[config.mk]
export PLATFORM = sky130hd
export DESIGN_NAME = rate_level_envelope_generator
export DESIGN_NICKNAME = d
export VERILOG_FILES = /design/src/sv/rleg_pkg.sv /design/src/sv/rleg_ctrl.sv /design/src/sv/rleg_dp.sv /design/src/sv/rate_level_envelope_generator.sv
export VERILOG_INCLUDE_DIRS = /design/src /design/src/sv
export SDC_FILE = /design/constraint.sdc
export NUM_CORES = 2
export LEC_CHECK = 0
export ABC_AREA = 1
export BUFFER_PORTS_ARGS = -buffer_cell sky130_fd_sc_hd__buf_4
export CELL_PAD_IN_SITES_DETAIL_PLACEMENT = 0
export CELL_PAD_IN_SITES_GLOBAL_PLACEMENT = 1
export CORE_UTILIZATION = 35
export DETAILED_ROUTE_END_ITERATION = 7
export PLACE_DENSITY_LB_ADDON = 0.25
export SYNTH_ARGS = -nofsm -noshare
export SYNTH_HDL_FRONTEND = slang
export SYNTH_HIERARCHICAL = 1
export SYNTH_SLANG_ARGS = --single-unit
[constraint.sdc]
create_clock -name clk -period 10.15 [get_ports clk]
set_input_delay 0 -clock clk [delete_from_list [all_inputs] [get_ports clk]]
set_output_delay 0 -clock clk [all_outputs]
set_load 0.01 [all_outputs]
[src/sv/assert_macros.svh]
// concurrent assertion helpers, clocked on clk and disabled in reset
`ifndef ASSERT_MACROS_SVH
`define ASSERT_MACROS_SVH

`ifndef NO_ASSERTIONS

// condition holds at every clock edge
`define RLE_ASSERT(lbl, cond, msg) \
	lbl: assert property (@(posedge clk) disable iff (!arst_n) (cond)) else $error(msg);

// consequent holds in the same cycle as the antecedent
`define RLE_ASSERT_IMPL(lbl, ante, cons, msg) \
	lbl: assert property (@(posedge clk) disable iff (!arst_n) (ante) |-> (cons)) \
		else $error(msg);

// consequent holds in the cycle after the antecedent
`define RLE_ASSERT_NEXT(lbl, ante, cons, msg) \
	lbl: assert property (@(posedge clk) disable iff (!arst_n) (ante) |=> (cons)) \
		else $error(msg);

`else

`define RLE_ASSERT(lbl, cond, msg)
`define RLE_ASSERT_IMPL(lbl, ante, cons, msg)
`define RLE_ASSERT_NEXT(lbl, ante, cons, msg)

`endif

`endif

[src/sv/rleg_pkg.sv]
`default_nettype none

package rleg_pkg;

	// field widths
	localparam int LEVEL_BITS = 16;
	localparam int TIME_BITS  = 24;
	localparam int SP_BITS    = 24;
	localparam int Q_BITS     = 32;
	localparam int LSHIFT     = 31 - LEVEL_BITS;
	localparam int PROD_BITS  = Q_BITS + SP_BITS;
	localparam int QUO_BITS   = 32;
	localparam int DIV_STEPS  = QUO_BITS;
	localparam int CNT_BITS   = $clog2(DIV_STEPS);

	// fixed-point constants
	localparam logic signed [Q_BITS-1:0] ONE_Q30 = Q_BITS'(1) << 30;
	localparam logic signed [LEVEL_BITS-1:0] GATE_HALF = LEVEL_BITS'(1) << (LEVEL_BITS - 2);
	localparam logic signed [LEVEL_BITS-1:0] LEVEL_MAXPOS =
		(LEVEL_BITS'(1) << (LEVEL_BITS - 1)) - LEVEL_BITS'(1);
	localparam logic [TIME_BITS-1:0] TIME_FLOOR = TIME_BITS'(7);

	// configuration register map
	localparam logic REG_LOOP_MODE     = 1'b0;
	localparam logic REG_SAMPLE_PERIOD = 1'b1;
	localparam logic [SP_BITS-1:0] SAMPLE_PERIOD_RESET = SP_BITS'(350);

	typedef enum logic [2:0] {
		STG_IDLE    = 3'd0,
		STG_SEG1    = 3'd1,
		STG_SEG2    = 3'd2,
		STG_SEG3    = 3'd3,
		STG_SUSTAIN = 3'd4,
		STG_RELEASE = 3'd5
	} stage_t;

	typedef enum logic [2:0] {
		ST_IDLE,
		ST_EVAL,
		ST_MUL,
		ST_SETUP,
		ST_DIV,
		ST_APPLY,
		ST_FINISH
	} state_t;

	typedef struct packed {
		logic signed [LEVEL_BITS-1:0] gate_level;
		logic signed [LEVEL_BITS-1:0] level_one;
		logic signed [LEVEL_BITS-1:0] level_two;
		logic signed [LEVEL_BITS-1:0] level_three;
		logic signed [LEVEL_BITS-1:0] level_four;
		logic [TIME_BITS-1:0]         time_one;
		logic [TIME_BITS-1:0]         time_two;
		logic [TIME_BITS-1:0]         time_three;
		logic [TIME_BITS-1:0]         time_four;
	} sample_t;

	typedef struct packed {
		logic signed [LEVEL_BITS-1:0] env_out;
		logic [2:0]                   stage_now;
	} result_t;

	// controller to datapath
	typedef struct packed {
		logic load;
		logic eval;
		logic mul;
		logic setup;
		logic div_step;
		logic apply;
		logic out_load;
	} cmd_t;

	// datapath to controller
	typedef struct packed {
		logic run_div;
	} status_t;

endpackage

`default_nettype wire

[src/sv/rleg_ctrl.sv]
`default_nettype none

module rleg_ctrl (
	input  wire logic               clk,
	input  wire logic               arst_n,
	input  wire logic               sample_valid,
	input  wire logic               result_stall,
	input  wire rleg_pkg::status_t  status,
	output rleg_pkg::cmd_t          cmd,
	output logic                    sample_stall,
	output logic                    result_valid
);

	rleg_pkg::state_t state_q, state_d;
	logic [rleg_pkg::CNT_BITS-1:0] cnt_q;
	logic valid_q;

	// state register, divide step counter, result valid
	always_ff @(posedge clk or negedge arst_n) begin
		if (!arst_n) begin
			state_q <= rleg_pkg::ST_IDLE;
			cnt_q   <= '0;
			valid_q <= 1'b0;
		end else begin
			state_q <= state_d;
			if (state_q == rleg_pkg::ST_DIV) begin
				cnt_q <= cnt_q + rleg_pkg::CNT_BITS'(1);
			end else begin
				cnt_q <= '0;
			end
			if (cmd.out_load) begin
				valid_q <= 1'b1;
			end else if (!result_stall) begin
				valid_q <= 1'b0;
			end
		end
	end

	// next state and commands
	always_comb begin
		cmd     = '0;
		state_d = state_q;
		unique case (state_q)
			rleg_pkg::ST_IDLE: begin
				if (sample_valid) begin
					cmd.load = 1'b1;
					state_d  = rleg_pkg::ST_EVAL;
				end
			end
			rleg_pkg::ST_EVAL: begin
				cmd.eval = 1'b1;
				state_d  = status.run_div ? rleg_pkg::ST_MUL : rleg_pkg::ST_FINISH;
			end
			rleg_pkg::ST_MUL: begin
				cmd.mul = 1'b1;
				state_d = rleg_pkg::ST_SETUP;
			end
			rleg_pkg::ST_SETUP: begin
				cmd.setup = 1'b1;
				state_d   = rleg_pkg::ST_DIV;
			end
			rleg_pkg::ST_DIV: begin
				cmd.div_step = 1'b1;
				if (cnt_q == rleg_pkg::CNT_BITS'(rleg_pkg::DIV_STEPS - 1)) begin
					state_d = rleg_pkg::ST_APPLY;
				end
			end
			rleg_pkg::ST_APPLY: begin
				cmd.apply = 1'b1;
				state_d   = rleg_pkg::ST_FINISH;
			end
			rleg_pkg::ST_FINISH: begin
				// wait for the output register to free up
				if (!valid_q || !result_stall) begin
					cmd.out_load = 1'b1;
					state_d      = rleg_pkg::ST_IDLE;
				end
			end
			default: begin
				state_d = rleg_pkg::ST_IDLE;
			end
		endcase
	end

	assign sample_stall = (state_q != rleg_pkg::ST_IDLE);
	assign result_valid = valid_q;

endmodule

`default_nettype wire

[src/sv/rleg_dp.sv]
`default_nettype none

module rleg_dp (
	input  wire logic                          clk,
	input  wire logic                          arst_n,
	input  wire rleg_pkg::cmd_t                cmd,
	input  wire rleg_pkg::sample_t             sample,
	input  wire logic                          loop_mode,
	input  wire logic [rleg_pkg::SP_BITS-1:0]  sample_period,
	output rleg_pkg::status_t                  status,
	output rleg_pkg::result_t                  result
);

	localparam int QB = rleg_pkg::Q_BITS;
	localparam int LB = rleg_pkg::LEVEL_BITS;
	localparam int TB = rleg_pkg::TIME_BITS;
	localparam int PB = rleg_pkg::PROD_BITS;
	localparam int QUB = rleg_pkg::QUO_BITS;

	rleg_pkg::sample_t item_q;
	rleg_pkg::stage_t  stage_q;
	logic signed [QB-1:0] cur_q, start_q;
	logic rising_q, ovf_q;
	logic [QB-1:0]  mag_q;
	logic [TB-1:0]  time_q;
	logic [PB-1:0]  prod_q;
	logic [TB-1:0]  rem_q;
	logic [QUB-1:0] quo_q;
	rleg_pkg::result_t out_q;

	// gate decision and segment evaluation
	logic gate_on, gate_off, active, seg, done, rising;
	rleg_pkg::stage_t st_ent, st_next;
	logic signed [QB-1:0] start_ent, target, level3_q30;
	logic signed [LB-1:0] lvl_sel;
	logic [TB-1:0] time_sel, time_fl;
	logic signed [QB:0] diff;
	logic [QB-1:0] mag;

	always_comb begin
		gate_on  = (item_q.gate_level > rleg_pkg::GATE_HALF);
		gate_off = (item_q.gate_level < rleg_pkg::GATE_HALF);
		active   = (stage_q == rleg_pkg::STG_SEG1) || (stage_q == rleg_pkg::STG_SEG2) ||
			(stage_q == rleg_pkg::STG_SEG3) || (stage_q == rleg_pkg::STG_SUSTAIN);
		st_ent    = stage_q;
		start_ent = start_q;
		if (active) begin
			if (gate_off) begin
				st_ent    = rleg_pkg::STG_RELEASE;
				start_ent = cur_q;
			end
		end else if (gate_on) begin
			st_ent    = rleg_pkg::STG_SEG1;
			start_ent = cur_q;
		end

		seg      = 1'b1;
		lvl_sel  = item_q.level_one;
		time_sel = item_q.time_one;
		st_next  = rleg_pkg::STG_SEG2;
		unique case (st_ent)
			rleg_pkg::STG_SEG1: begin
				lvl_sel  = item_q.level_one;
				time_sel = item_q.time_one;
				st_next  = rleg_pkg::STG_SEG2;
			end
			rleg_pkg::STG_SEG2: begin
				lvl_sel  = item_q.level_two;
				time_sel = item_q.time_two;
				st_next  = rleg_pkg::STG_SEG3;
			end
			rleg_pkg::STG_SEG3: begin
				lvl_sel  = item_q.level_three;
				time_sel = item_q.time_three;
				st_next  = rleg_pkg::STG_SUSTAIN;
			end
			rleg_pkg::STG_RELEASE: begin
				lvl_sel  = item_q.level_four;
				time_sel = item_q.time_four;
				st_next  = rleg_pkg::STG_IDLE;
			end
			default: begin
				seg = 1'b0;
			end
		endcase

		target = $signed({{(QB-LB){lvl_sel[LB-1]}}, lvl_sel}) <<< rleg_pkg::LSHIFT;
		level3_q30 = $signed({{(QB-LB){item_q.level_three[LB-1]}}, item_q.level_three})
			<<< rleg_pkg::LSHIFT;
		diff   = $signed({target[QB-1], target}) - $signed({start_ent[QB-1], start_ent});
		rising = !diff[QB] && (diff != '0);
		// zero slope counts as falling
		done   = rising ? (cur_q >= target) : (cur_q <= target);
		mag    = diff[QB] ? (~diff[QB-1:0] + QB'(1)) : diff[QB-1:0];
		time_fl = (time_sel < rleg_pkg::TIME_FLOOR) ? rleg_pkg::TIME_FLOOR : time_sel;
	end

	assign status.run_div = seg && !done;

	// product of level distance and sample period
	logic [PB-1:0] prod_d;
	assign prod_d = {{(PB-QB){1'b0}}, mag_q} * {{(PB-rleg_pkg::SP_BITS){1'b0}}, sample_period};

	// upper bits set overflow and remainder; bits 39:8 seed the quotient
	logic [TB-1:0] hi_ext;
	assign hi_ext = TB'(prod_q[PB-1:QUB+8]);

	// one restoring divide step
	logic [TB:0] part, trial;
	logic ge;
	always_comb begin
		part  = {rem_q, quo_q[QUB-1]};
		ge    = (part >= {1'b0, time_q});
		trial = part - {1'b0, time_q};
	end

	// level update with saturation to plus or minus one
	logic signed [QB+1:0] sum, step;
	logic signed [QB-1:0] next_level;
	always_comb begin
		step = $signed({2'b00, quo_q});
		sum  = rising_q ? ($signed({{2{cur_q[QB-1]}}, cur_q}) + step) :
			($signed({{2{cur_q[QB-1]}}, cur_q}) - step);
		priority if (ovf_q) begin
			next_level = rising_q ? rleg_pkg::ONE_Q30 : -rleg_pkg::ONE_Q30;
		end else if (sum > $signed({{2{1'b0}}, rleg_pkg::ONE_Q30})) begin
			next_level = rleg_pkg::ONE_Q30;
		end else if (sum < -$signed({{2{1'b0}}, rleg_pkg::ONE_Q30})) begin
			next_level = -rleg_pkg::ONE_Q30;
		end else begin
			next_level = sum[QB-1:0];
		end
	end

	// envelope state
	always_ff @(posedge clk or negedge arst_n) begin
		if (!arst_n) begin
			stage_q <= rleg_pkg::STG_IDLE;
			cur_q   <= '0;
			start_q <= '0;
		end else begin
			if (cmd.eval) begin
				unique case (st_ent)
					rleg_pkg::STG_SEG1, rleg_pkg::STG_SEG2, rleg_pkg::STG_SEG3,
					rleg_pkg::STG_RELEASE: begin
						if (done) begin
							start_q <= cur_q;
							stage_q <= st_next;
						end else begin
							start_q <= start_ent;
							stage_q <= st_ent;
						end
					end
					rleg_pkg::STG_SUSTAIN: begin
						if (loop_mode) begin
							start_q <= cur_q;
							stage_q <= rleg_pkg::STG_SEG1;
						end else begin
							start_q <= start_ent;
							stage_q <= st_ent;
							cur_q   <= level3_q30;
						end
					end
					default: begin
						start_q <= start_ent;
						stage_q <= st_ent;
					end
				endcase
			end else if (cmd.apply) begin
				cur_q <= next_level;
			end
		end
	end

	// item capture, multiply, divide and output registers
	always_ff @(posedge clk) begin
		if (cmd.load) begin
			item_q <= sample;
		end
		if (cmd.eval) begin
			mag_q    <= mag;
			time_q   <= time_fl;
			rising_q <= rising;
		end
		if (cmd.mul) begin
			prod_q <= prod_d;
		end
		if (cmd.setup) begin
			ovf_q <= (hi_ext >= time_q);
			rem_q <= hi_ext;
			quo_q <= prod_q[QUB+7:8];
		end else if (cmd.div_step) begin
			rem_q <= ge ? trial[TB-1:0] : part[TB-1:0];
			quo_q <= {quo_q[QUB-2:0], ge};
		end
		if (cmd.out_load) begin
			out_q.env_out   <= (cur_q == rleg_pkg::ONE_Q30) ? rleg_pkg::LEVEL_MAXPOS :
				cur_q[rleg_pkg::LSHIFT+LB-1:rleg_pkg::LSHIFT];
			out_q.stage_now <= 3'(stage_q);
		end
	end

	assign result = out_q;

endmodule

`default_nettype wire

[src/sv/rate_level_envelope_generator.sv]
`default_nettype none
`include "assert_macros.svh"

// Four-segment rate/level envelope generator: one result per accepted sample.
// An item whose segment is idle, finished or in sustain goes from acceptance to
// result through capture, evaluate and output load; an item whose segment moves
// goes through capture, evaluate, multiply, divider setup, the one-bit-per-cycle
// restoring divider (32 steps) that forms each level step, level update and
// output load. The next sample is taken once the previous one has reached the
// output register, which holds it until the receiver drops result_stall.
// Registers: loop_mode at byte address 0, sample_period at byte address 4.
module rate_level_envelope_generator (
	input  wire logic                 clk,
	input  wire logic                 arst_n,
	input  wire logic                 psel,
	input  wire logic                 penable,
	input  wire logic                 pwrite,
	input  wire logic [2:0]           paddr,
	input  wire logic [31:0]          pwdata,
	output logic [31:0]               prdata,
	output logic                      pready,
	input  wire logic                 sample_valid,
	output logic                      sample_stall,
	input  wire rleg_pkg::sample_t    sample,
	output logic                      result_valid,
	input  wire logic                 result_stall,
	output rleg_pkg::result_t         result
);

	logic loop_mode_q;
	logic [rleg_pkg::SP_BITS-1:0] sample_period_q;
	logic wr_en;

	// configuration registers
	assign pready = 1'b1;
	assign wr_en  = psel && penable && pwrite && pready;

	always_ff @(posedge clk or negedge arst_n) begin
		if (!arst_n) begin
			loop_mode_q     <= 1'b0;
			sample_period_q <= rleg_pkg::SAMPLE_PERIOD_RESET;
		end else if (wr_en) begin
			unique case (paddr[2])
				rleg_pkg::REG_LOOP_MODE:     loop_mode_q     <= pwdata[0];
				rleg_pkg::REG_SAMPLE_PERIOD: sample_period_q <= pwdata[rleg_pkg::SP_BITS-1:0];
				default: ;
			endcase
		end
	end

	// register readback
	always_comb begin
		unique case (paddr[2])
			rleg_pkg::REG_LOOP_MODE:     prdata = {31'd0, loop_mode_q};
			rleg_pkg::REG_SAMPLE_PERIOD: prdata = {{(32-rleg_pkg::SP_BITS){1'b0}}, sample_period_q};
			default:                     prdata = '0;
		endcase
	end

	rleg_pkg::cmd_t    cmd;
	rleg_pkg::status_t status;

	rleg_ctrl u_ctrl (
		.clk          (clk),
		.arst_n       (arst_n),
		.sample_valid (sample_valid),
		.result_stall (result_stall),
		.status       (status),
		.cmd          (cmd),
		.sample_stall (sample_stall),
		.result_valid (result_valid)
	);

	rleg_dp u_dp (
		.clk           (clk),
		.arst_n        (arst_n),
		.cmd           (cmd),
		.sample        (sample),
		.loop_mode     (loop_mode_q),
		.sample_period (sample_period_q),
		.status        (status),
		.result        (result)
	);

	// checks on the sequencing of items and results
	`RLE_ASSERT_NEXT(a_busy_after_accept, sample_valid && !sample_stall, sample_stall, "sample accepted while idle did not make the block busy")
	`RLE_ASSERT_IMPL(a_stage_code, result_valid, result.stage_now <= 3'(rleg_pkg::STG_RELEASE), "result carries an undefined stage code")
	`RLE_ASSERT_IMPL(a_result_from_item, $rose(result_valid), $past(sample_stall), "result appeared without an item in progress")

endmodule

`default_nettype wire
==> results.py <==
metrics = {
    "synthesis": {
        "synth.lib_cells_used.distinct": 72,
        "synth_simple_gate_area_frac": 0.1874,
        "dominant_combinational_cell_family_by_area_after_synthesis": "adder cells",
        "yosysTopAreaCell": "sky130_fd_sc_hd__fa_1",
        "synth.top_cell.area_share": 0.2578,
        "postSynth.asyncResetShare": 0.2205,
        "arithmetic_cell_share_of_the_synthesized_area_counting_full_adders_half_adders_and_majority_gates": 0.3268,
        "yosys.area_share.xor_xnor": 0.02924,
        "synth_compound_gate_area_share": 0.07742,
        "yosysMostFrequentCell": "sky130_fd_sc_hd__nand2_1",
        "post_synth_inst_count": 6125,
        "synthTopCellsByArea": "sky130_fd_sc_hd__fa_1 26%, sky130_fd_sc_hd__edfxtp_1 20%, sky130_fd_sc_hd__nand2_1 11%",
        "yosysWarningCount": 6,
        "share_of_synthesized_area_occupied_by_flip_flops_and_latches": 0.2575,
        "yosys-mux-area-fraction": 0,
        "syn_area_per_cell_um2": 8.354,
        "synth_seq_cells": 458,
        "edff_count_synth": 349,
        "synthFlopType": "sky130_fd_sc_hd__edfxtp_1",
        "synth_top_cells_by_count": "1,556 x sky130_fd_sc_hd__nand2_1, 1,339 x sky130_fd_sc_hd__inv_1, 659 x sky130_fd_sc_hd__fa_1",
        "synth.cell_area_um2": 51170,
    },
    "setup_path": {
        "worstPathBufferInverterCount": 6,
        "critical_path_peak_fanout": 34,
        "timing.critical_path.slowest_stage_cell": "sky130_fd_sc_hd__dfstp_2",
        "worstRegToRegCells": 23,
        "reg2reg_setup_slack_ns": 1.84,
        "critical_path_required_ns": 10.50,
        "critPathArrivalTime_ns": 8.66,
        "timing.critical_path.cells": "nand2_1 -> fa_1 -> inv_1 -> fa_1 -> inv_1 -> fa_1 -> inv_1 -> fa_1 -> fa_1 -> fa_1 -> inv_1 -> fa_1 -> inv_1 -> ha_1 -> nand2_1 -> o31ai_1 -> a21oi_1 -> inv_1 -> a21oi_1 -> o21ai_0 -> a21oi_1 -> o31ai_1 -> xor2_1",
        "most_common_cell_on_crit_path": "sky130_fd_sc_hd__fa_1",
        "worstReg2RegStart": "sample_period_q[4]$_DFFE_PN1P_",
        "critical-path-top-delay-family": "adder cells",
        "cp-end-kind": "flip-flop",
        "r2r-end": "u_dp/prod_q[52]$_DFFE_PP_",
        "criticalPathCategory": "reg2reg",
        "critPathLaunchType": "flip-flop",
        "timing.critical_path.slowest_cell_delay_ns": 1.10,
    },
    "detailed_routing": {
        "drt_first_pass_iters": 6,
        "remaining_drc_errors": 0,
        "first_iter_violations": 2651,
        "vias": 41350,
        "post_drt_wl_per_cell_um": 18.43,
        "drtAntennaViolNets": 0,
        "detail_route.wirelength_um": 155700,
        "routed_via_density": 4.895,
    },
    "hold_path": {
        "hold_path_class": "in2reg",
        "worstHoldPathCells": 2,
        "hold_start": "sample[59]",
        "hold_path_end": "u_dp/item_q[59]$_DFFE_PP_",
    },
    "grt": {
        "grt_start_max_net_pins": 91,
        "met3_usage": 0.01894,
        "grt.met1_usage": 0.2833,
        "vias_in_the_first_global_route": 43630,
        "grt_util_all_layers": 0.2138,
        "wire_length_of_the_first_global_routing_pass_um": 247900,
        "met2_usage": 0.3778,
        "initial_antenna_violation_count": 2,
        "globalRoute.totalOverflow": 0,
        "grt_most_used_layer": "met2",
    },
    "timing": {
        "timing.final.crit_share": 0.8192,
        "maxSlewHeadroom": 0.2590,
        "finalCriticalPeriod_ns": 8.315,
        "clock_skew_ns": 0.04147,
        "clock.fmax_mhz": 120.3,
        "layout_setup_ws_ns": 1.835,
        "timing_worst_slew_pin_value_ns": 1.112,
        "drv_slew": 0,
        "setup-tns-final_ns": 0,
        "unrepaired_setup_endpoints_after_global_routing": "false",
        "setup_viol": 0,
        "report.final.hold_viol_count": 0,
    },
    "finish": {
        "final_nets": 7660,
        "syn_to_layout_area_delta_pct": 15.34,
        "nFillCells": 14550,
        "final_cells": 8447,
        "final_util": 0.4088,
        "final_layout_size_suffix_gt1_frac": 0.08667,
    },
    "placed_design": {
        "hpwl_um": 120300,
        "numPortBuffers": 252,
        "dp_slack_ns": 1.934,
        "globalplace.congestion": 0.8559,
        "placedCellCount": 8120,
    },
    "clock_network": {
        "clk_latency_ns": 0.65,
        "post_cts_resize_count": 0,
        "clock_tree_root": "sky130_fd_sc_hd__clkbuf_16",
        "cts.clk_slew.worst_paths_ns": 0.06,
        "cts_buffers": 49,
        "h-tree-depth": 2,
        "cts_tree": "yes",
        "ctsLongestPathBuffers": 3,
        "cts_num_sinks": 458,
    },
    "die": {
        "die_height_um": 384.4,
        "start_util": 0.3545,
        "die_area_um2": 147700,
        "fp.coreArea_um2": 144400,
        "dieWidth_um": 384.4,
        "ioPinCount": 272,
        "placement_rows": 139,
    },
    "run_status": {
        "outcome": "complete, no violations",
    },
    "run": {
        "cap_violations": 0,
    },
}
[placed cells by master, fill, tap and decap left out, drive strengths merged, types with 6 or more instances in the layout]
cell	n
dlygate4sd3	233
nor3	29
o31ai	7
nor4	24
xnor2	58
inv	1359
or2	15
a21o	8
xor2	112
a211oi	20
o211ai	29
o22ai	12
o21ai	181
fa	659
o21a	13
conb	9
ha	282
nand2	1601
a22o	8
dfstp	6
o21bai	14
buf	339
clkbuf	65
a21boi	24
dfxtp	8
dfrtp	95
a22oi	18
nand4	54
edfxtp	349
a21oi	239
o221ai	7
nor2	287
a31oi	21
clkinv	21
nand3b	8
a221oi	27
nand3	268
[cells by family after synthesis]
kind of cell    count (synthesis)
flops                         458
buf+inv                      1613
compound gates                647
other cells                     2
fa+ha+maj                     941
simple gates                 2294
xor+xnor                      170
[how the worst max path moves through the flow]
stage | start | end | slack, ns | depth (start not counted)
finish | sample_period_q[4]$_DFFE_PN1P_ | u_dp/prod_q[52]$_DFFE_PP_ | 1.84 | 23
global route | sample_period_q[4]$_DFFE_PN1P_ | u_dp/prod_q[52]$_DFFE_PP_ | 1.28 | 23
CTS | sample_period_q[4]$_DFFE_PN1P_ | u_dp/prod_q[52]$_DFFE_PP_ | 1.90 | 23
detailed placement | sample_period_q[4]$_DFFE_PN1P_ | u_dp/prod_q[49]$_DFFE_PP_ | 1.93 | 27
global placement | sample_period_q[4]$_DFFE_PN1P_ | u_dp/prod_q[49]$_DFFE_PP_ | 1.88 | 27
floorplan | u_ctrl/state_q[0]$_DFFE_PN0P_ | u_dp/item_q[0]$_DFFE_PP_ | 1.40 | 3
[what timing repair did]
action | 4_1_cts | 5_1_grt
hold buffers | 233 | 0
hold endpoints to repair | 277 | 0
buffers inserted | 0 | 0
[through the flow]
| step | instance area [um2] | hold slack, ns |
|---|---|---|
| finish | 59020 | 0.06738 |
| CTS | 59010 | 0.03569 |
| global route | 59020 | 0.05356 |
| detailed placement | 55040 | 0.1376 |
| global placement | 55040 | 0.1325 |
| floorplan | 51200 | -0.2956 |
[state kept, by name, summed over array words and instances (netlist names)]
name,count
u_dp/stage_q,3
u_ctrl/cnt_q,5
u_dp/prod_q,48
u_dp/mag_q,32
u_dp/result,19
sample_period_q,24
u_dp/time_q,24
loop_mode_q,1
u_dp/ovf_q,1
u_dp/item_q,176
u_dp/start_q,32
u_dp/quo_q,32
u_dp/cur_q,32
u_dp/rising_q,1
u_dp/rem_q,24
u_ctrl/state_q,3
u_ctrl/result_valid,1
[routing by layer]
metal,share of wire,vias up
met3,0.042,174
met1,0.44,20590
met4,0.021,0
met2,0.50,968
met5,0,-
li1,-,19620
[final cells by class]
| class | count | area [um2] | share of cell area |
|---|---|---|---|
| Antenna cell | 2 | 5.005 | 0.00008480 |
| Clock buffer | 65 | 1336 | 0.02264 |
| Clock inverter | 27 | 301.5 | 0.005109 |
| Inverter | 1359 | 5104 | 0.08648 |
| Multi-Input combinational cell | 4061 | 31840 | 0.5395 |
| Sequential cell | 458 | 13180 | 0.2232 |
| Tap cell | 1903 | 2381 | 0.04035 |
| Timing Repair Buffer | 572 | 4877 | 0.08264 |
Power is left out: the tool's default activity adds up to more than one toggle a clock period on the data nets, which glitch-free logic cannot reach.
